==> src/hw/rtl/lbc_pkg.sv <==
// shared types and constants for the lru block buffer cache
package lbc_pkg;

	localparam int NUM_SLOTS_DEF = 32;
	localparam int CMD_W         = 2;
	localparam int DEV_W         = 8;
	localparam int BLK_W         = 32;
	localparam int SLOT_W        = 5;
	localparam int STAT_W        = 2;
	localparam int CNT_W         = 8;
	localparam int TAG_W         = DEV_W + BLK_W;

	localparam logic [CNT_W-1:0] COUNT_MAX = {CNT_W{1'b1}};

	typedef enum logic [CMD_W-1:0] {
		CMD_GET     = 2'd0,
		CMD_RELEASE = 2'd1,
		CMD_PIN     = 2'd2,
		CMD_UNPIN   = 2'd3
	} cmd_t;

	typedef enum logic [STAT_W-1:0] {
		ST_OK    = 2'd0,
		ST_NOBUF = 2'd1,
		ST_UNDER = 2'd2,
		ST_OVER  = 2'd3
	} status_t;

	typedef enum logic [1:0] {
		S_IDLE,
		S_SCAN,
		S_DRAIN,
		S_COMMIT
	} state_t;

endpackage

==> src/hw/rtl/lbc_tag_ram.sv <==
// tag memory: one write port, one registered read port
module lbc_tag_ram
	import lbc_pkg::*;
#(
	parameter int DEPTH = NUM_SLOTS_DEF,
	parameter int AW    = $clog2(NUM_SLOTS_DEF)
) (
	input  logic             clk,
	input  logic             we,
	input  logic [AW-1:0]    waddr,
	input  logic [TAG_W-1:0] wdata,
	input  logic [AW-1:0]    raddr,
	output logic [TAG_W-1:0] rdata
);

	logic [TAG_W-1:0] mem [DEPTH];

	// write port
	always_ff @(posedge clk) begin
		if (we) begin
			mem[waddr] <= wdata;
		end
	end

	// registered read port
	always_ff @(posedge clk) begin
		rdata <= mem[raddr];
	end

endmodule
==> config.mk <==
export PLATFORM = sky130hd
export DESIGN_NAME = lbc_tag_ram
export DESIGN_NICKNAME = d
export VERILOG_FILES = /design/src/hw/rtl/lbc_pkg.sv /design/src/hw/rtl/lbc_tag_ram.sv
export SDC_FILE = /design/constraint.sdc
export NUM_CORES = 1
export LEC_CHECK = 0
export BUFFER_PORTS_ARGS = -buffer_cell sky130_fd_sc_hd__buf_2
export CAP_MARGIN = 20
export CORE_UTILIZATION = 30
export CTS_CLUSTER_DIAMETER = 200
export CTS_CLUSTER_SIZE = 16
export DETAILED_ROUTE_END_ITERATION = 8
export MAX_ROUTING_LAYER = met4
export PLACE_DENSITY = 0.49
export SYNTH_ARGS = -nofsm -noshare
export SYNTH_HDL_FRONTEND = slang
export SYNTH_SLANG_ARGS = --single-unit
==> constraint.sdc <==
create_clock -name clk -period 6.4 [get_ports clk]
set_clock_uncertainty 0.05 [all_clocks]
set_input_delay 0.64 -clock clk [delete_from_list [all_inputs] [get_ports clk]]
set_output_delay 0.64 -clock clk [all_outputs]
set_load 0.1 [all_outputs]
== Word-level counts from Yosys, hierarchy flattened ==
Memory sizes are Yosys's and may differ from the RTL's. A register that Yosys moved wholly into a read port is not among the register bits.
Index checks and enable logic that the tools add are counted.

* Register bits after elaboration: 0
* RAM bits: 1280
* Input bits: 52
* Output and inout port bits: 40
* Word-level logic and storage cells: 3
* Memories: 1

{| class="wikitable"
|+ Memories
! name !! depth !! bits a word !! rd ports !! clocked after memory_dff !! write ports !! RTL line !! text
|-
| mem || 32 || 40 || 1 || 1 || 1 || lbc_tag_ram.sv:16 || <nowiki>logic [TAG_W-1:0] mem [DEPTH];</nowiki>
|}

* Mux-type cells: 2

{| class="wikitable"
|+ Operators with widths
! kind !! count
|-
| two-way mux 1 bit || 2
|}

== Logic depth before layout (Yosys ltp) ==
* Depth in word-level cells: 2
* Gate-level depth with buffers: 8
* Mapped depth without buffers: 5

== Worst setup path before layout ==
Ideal clock, no wire load.

* Path type: input port to flip-flop
* Start: input waddr[1]
* End: memory mem[12][0] (netlist name) (enable)
* Setup time: 0.437 ns
* Arrival time: 2.984 ns
* Required time: 5.913 ns
* Setup slack: 2.929 ns
* Stages on the path: 3
* Cells stage by stage: or3b_2 clkbuf_1 nor2_1

{| class="wikitable"
|+ RTL lines
! element !! RTL line !! text
|-
| start: declaration || lbc_tag_ram.sv:10 || <nowiki>input logic [AW-1:0] waddr,</nowiki>
|-
| end: declaration || lbc_tag_ram.sv:16 ||
|}

No word-level cell before the write port.

==> insert_results.sql <==
INSERT INTO impl_metrics (metric_group, metric, value, unit) VALUES
('run_status', 'status', 'completed', ''),
('yosys', 'ys_ff_latch', '1320', ''),
('critical_path', 'worst_ep_required', '6.88', 'ns'),
('yosys', 'synth_top_cells_by_count', '1280 x sky130_fd_sc_hd__edfxtp_1, 640 x sky130_fd_sc_hd__mux2i_1, 122 x sky130_fd_sc_hd__nand2_1, 122 x sky130_fd_sc_hd__nand3_1', ''),
('timing', 'fin_crit', '3.064', 'ns'),
('yosys', 'post_synth_mux_area_share', '0.1267', ''),
('cts', 'postCtsHoldBufs', '0', ''),
('power_and_ir_drop', 'power.clock.fraction', '0.343', ''),
('yosys', 'yosys.area.top_type', 'sky130_fd_sc_hd__edfxtp_1', ''),
('power_and_ir_drop', 'switching_share', '0.2348', ''),
('yosys', 'synth_cells', '2813', ''),
('timing', 'rsz_0062_raised_after_global_routing', 'false', ''),
('yosys', 'yosys.area_share.simple', '0.02979', ''),
('yosys', 'cell_area_after_synthesis', '50560', 'um2'),
('timing', 'report.final.setup_viol', '0', ''),
('routing', 'drt-initial-drc-count', '2177', ''),
('cts', 'post_cts_buffers', '0', ''),
('critical_path', 'endpoint_arrival_time_on_the_critical_path', '3.55', 'ns'),
('yosys', 'synth-edff-count', '1280', ''),
('yosys', 'post_synth_xor_area_fraction', '0', ''),
('yosys', 'synth_compound_area_frac', '0.04850', ''),
('yosys', 'ys_seq_area_frac', '0.7760', ''),
('grt', 'maximum_number_of_pins_on_one_net_before_global_route_repair', '98', ''),
('yosys', 'synth.top_cells.by_area', 'sky130_fd_sc_hd__edfxtp_1 76%, sky130_fd_sc_hd__mux2i_1 13%, sky130_fd_sc_hd__a22oi_1 1.8%', ''),
('yosys', 'synthDominantCellAreaShare', '0.7602', ''),
('finish', 'drive_above_1_share', '0.09862', ''),
('power_and_ir_drop', 'power_frac_comb', '0.072', ''),
('cts', 'numCtsBuffers', '92', ''),
('run', 'cap_violations', '0', ''),
('place', 'gp_congestion', '0.7466', ''),
('critical_path', 'cp_max_fo', '90', ''),
('power_and_ir_drop', 'p_switching', '3.874', 'mW'),
('critical_path', 'critical-path-top-delay-family', 'buffers and inverters', ''),
('finish', 'final_net_count', '2951', ''),
('critical_path', 'crit_path_end_kind', 'flip-flop', ''),
('cts', 'clk-insertion-delay-late', '0.73', 'ns'),
('timing', 'fmaxAchievable', '0.3264', 'GHz'),
('critical_path', 'r2r_slack', '4.57', 'ns'),
('grt', 'globalRouteOverflowTotal', '0', ''),
('yosys', 'synth-main-ff-cell', 'sky130_fd_sc_hd__edfxtp_1', ''),
('timing', 'slew-limit-headroom', '0.3453', ''),
('grt', 'grt_pass1_vias', '25197', ''),
('timing', 'fin_worst_hold_slack', '0.4098', 'ns'),
('timing', 'setup_tns', '0', 'ns'),
('cts', 'ctsResizeCount', '0', ''),
('power_and_ir_drop', 'seq_power_share', '0.585', ''),
('critical_path', 'cell_with_the_biggest_individual_delay_on_the_critical_path', 'sky130_fd_sc_hd__buf_4', ''),
('finish', 'area_growth_syn_to_layout', '11.45', '%'),
('yosys', 'synth_top_family_by_area', 'multiplexers', ''),
('yosys', 'number_of_warnings_issued_by_yosys', '0', ''),
('power_and_ir_drop', 'powerDensity', '292.8', 'nW/um2'),
('floorplan', 'coreArea', '167200', 'um2'),
('power_and_ir_drop', 'internal_power', '12.63', 'mW'),
('critical_path', 'timing.setup.critical_path_class', 'primary input to flip-flop', ''),
('place', 'numPortBuffers', '91', ''),
('critical_path', 'worstPathBufferInverterCount', '3', ''),
('routing', 'finalWirelength', '138.2', 'mm'),
('yosys', 'yosys.area_share.adder', '0', ''),
('floorplan', 'fp.dieW', '412.5', 'um'),
('cts', 'cts-htree-levels', '3', ''),
('grt', 'grt_use_total', '0.1657', ''),
('routing', 'drc', '0', ''),
('place', 'dpl.hpwl', '77.90', 'mm'),
('timing', 'pin_slew_with_the_least_headroom_to_its_limit', '0.9797', 'ns'),
('yosys', 'share_of_flip_flops_with_an_asynchronous_set_or_reset', '0', ''),
('floorplan', 'num_io_pins', '92', ''),
('grt', 'antenna_found_initial', '5', ''),
('routing', 'ant_nets', '0', ''),
('routing', 'avgRoutedWirePerCell', '26.69', 'um'),
('yosys', 'synthDistinctLibCells', '26', ''),
('timing', 'slew_viol_final', '0', '');
placed cells by master, fill, tap and decap left out, types with 4 or more instances in the layout:
cell type                   netlist  layout
sky130_fd_sc_hd__nor2_4           0      33
sky130_fd_sc_hd__nand3b_1         5       5
sky130_fd_sc_hd__buf_4           23      51
sky130_fd_sc_hd__inv_6            0       4
sky130_fd_sc_hd__nand2_1        122     121
sky130_fd_sc_hd__nand3_1        122     122
sky130_fd_sc_hd__a31oi_1         40      40
sky130_fd_sc_hd__nor3_1          40      40
sky130_fd_sc_hd__clkbuf_1        62      67
sky130_fd_sc_hd__mux2i_1        640     640
sky130_fd_sc_hd__diode_2          0       5
sky130_fd_sc_hd__buf_12           0      10
sky130_fd_sc_hd__a22oi_1        120     120
sky130_fd_sc_hd__clkbuf_16        0      93
sky130_fd_sc_hd__edfxtp_1      1280    1280
sky130_fd_sc_hd__a21oi_1        120     120
sky130_fd_sc_hd__a22o_1          80      80
sky130_fd_sc_hd__buf_2           31      90
sky130_fd_sc_hd__dfxtp_1         40      40
worst reg2reg max path, stage by stage, from the launching register on:
cell and delay [ns]:
sky130_fd_sc_hd__edfxtp_1 0.36, sky130_fd_sc_hd__mux2i_1 0.21, sky130_fd_sc_hd__a22o_1 0.18, sky130_fd_sc_hd__nor3_1 0.10, sky130_fd_sc_hd__a31oi_1 0.62, sky130_fd_sc_hd__nand3_1 0.15
flip-flops by register name (all words and copies together) (netlist names):
register	cells
mem	1280
rdata	40
worst paths after layout:
path | startpoint | to | depth (start not counted)
worst max-delay path | raddr[0] | rdata[14]$_DFF_P_ | 7
worst min-delay path | wdata[35] | mem[20][35]$_DFFE_PP_ | 1
worst min register to register | mem[10][10]$_DFFE_PP_ | rdata[10]$_DFF_P_ | 4
worst max register to register | mem[1][5]$_DFFE_PP_ | rdata[5]$_DFF_P_ | 5
area by class of cell:
class	count	area, um2	area share
tap	2204	2758	0.04893
multi-input combinational	1333	10650	0.1890
sequential	1320	39240	0.6963
antenna	5	12.51	0.0002220
timing repair buffer	152	1049	0.01861
clock buffer	160	2579	0.04576
clock inverter	6	67.56	0.001199
cell families after synthesis:
group | Yosys count
compound gates | 360
flops | 1320
simple gates | 333
buf+inv | 160
mux | 640
stage by stage:
step | std cells | total power, mW | util | setup slack [ns] | instance area [um2]
after floorplan | 2813 | 10.57 | - | 2.929 | 50560
after global placement | 5008 | 11.06 | 0.3210 | 2.711 | 53680
after detailed placement | 5009 | 11.07 | 0.3211 | 2.726 | 53700
after CTS | 5175 | 16.69 | 0.3369 | 3.507 | 56340
after global routing | 5178 | 17.01 | 0.3370 | 3.385 | 56350
final | 5180 | 16.50 | 0.3370 | 3.336 | 56360
power groups by stage:
| stage | Clock (mW) | Sequential, mW | Combinational, mW |
|---|---|---|---|
| 2_1_floorplan | 0 | 10.1 | 0.496 |
| 3_3_place_gp | 0 | 9.86 | 1.20 |
| 3_5_place_dp | 0 | 9.86 | 1.21 |
| 4_1_cts | 5.81 | 9.66 | 1.21 |
| 5_1_grt | 6.08 | 9.67 | 1.26 |
| 6_report | 5.65 | 9.66 | 1.19 |
routing by layer:
layer / wire, um / track usage / part of all wire
met3: 6269 / 0.02525 / 0.045
met5: 0 / - / 0
met1: 61930 / 0.2182 / 0.45
met4: 3163 / 0.04457 / 0.023
met2: 66880 / 0.2658 / 0.48
Power figures use the tool's default switching activity.
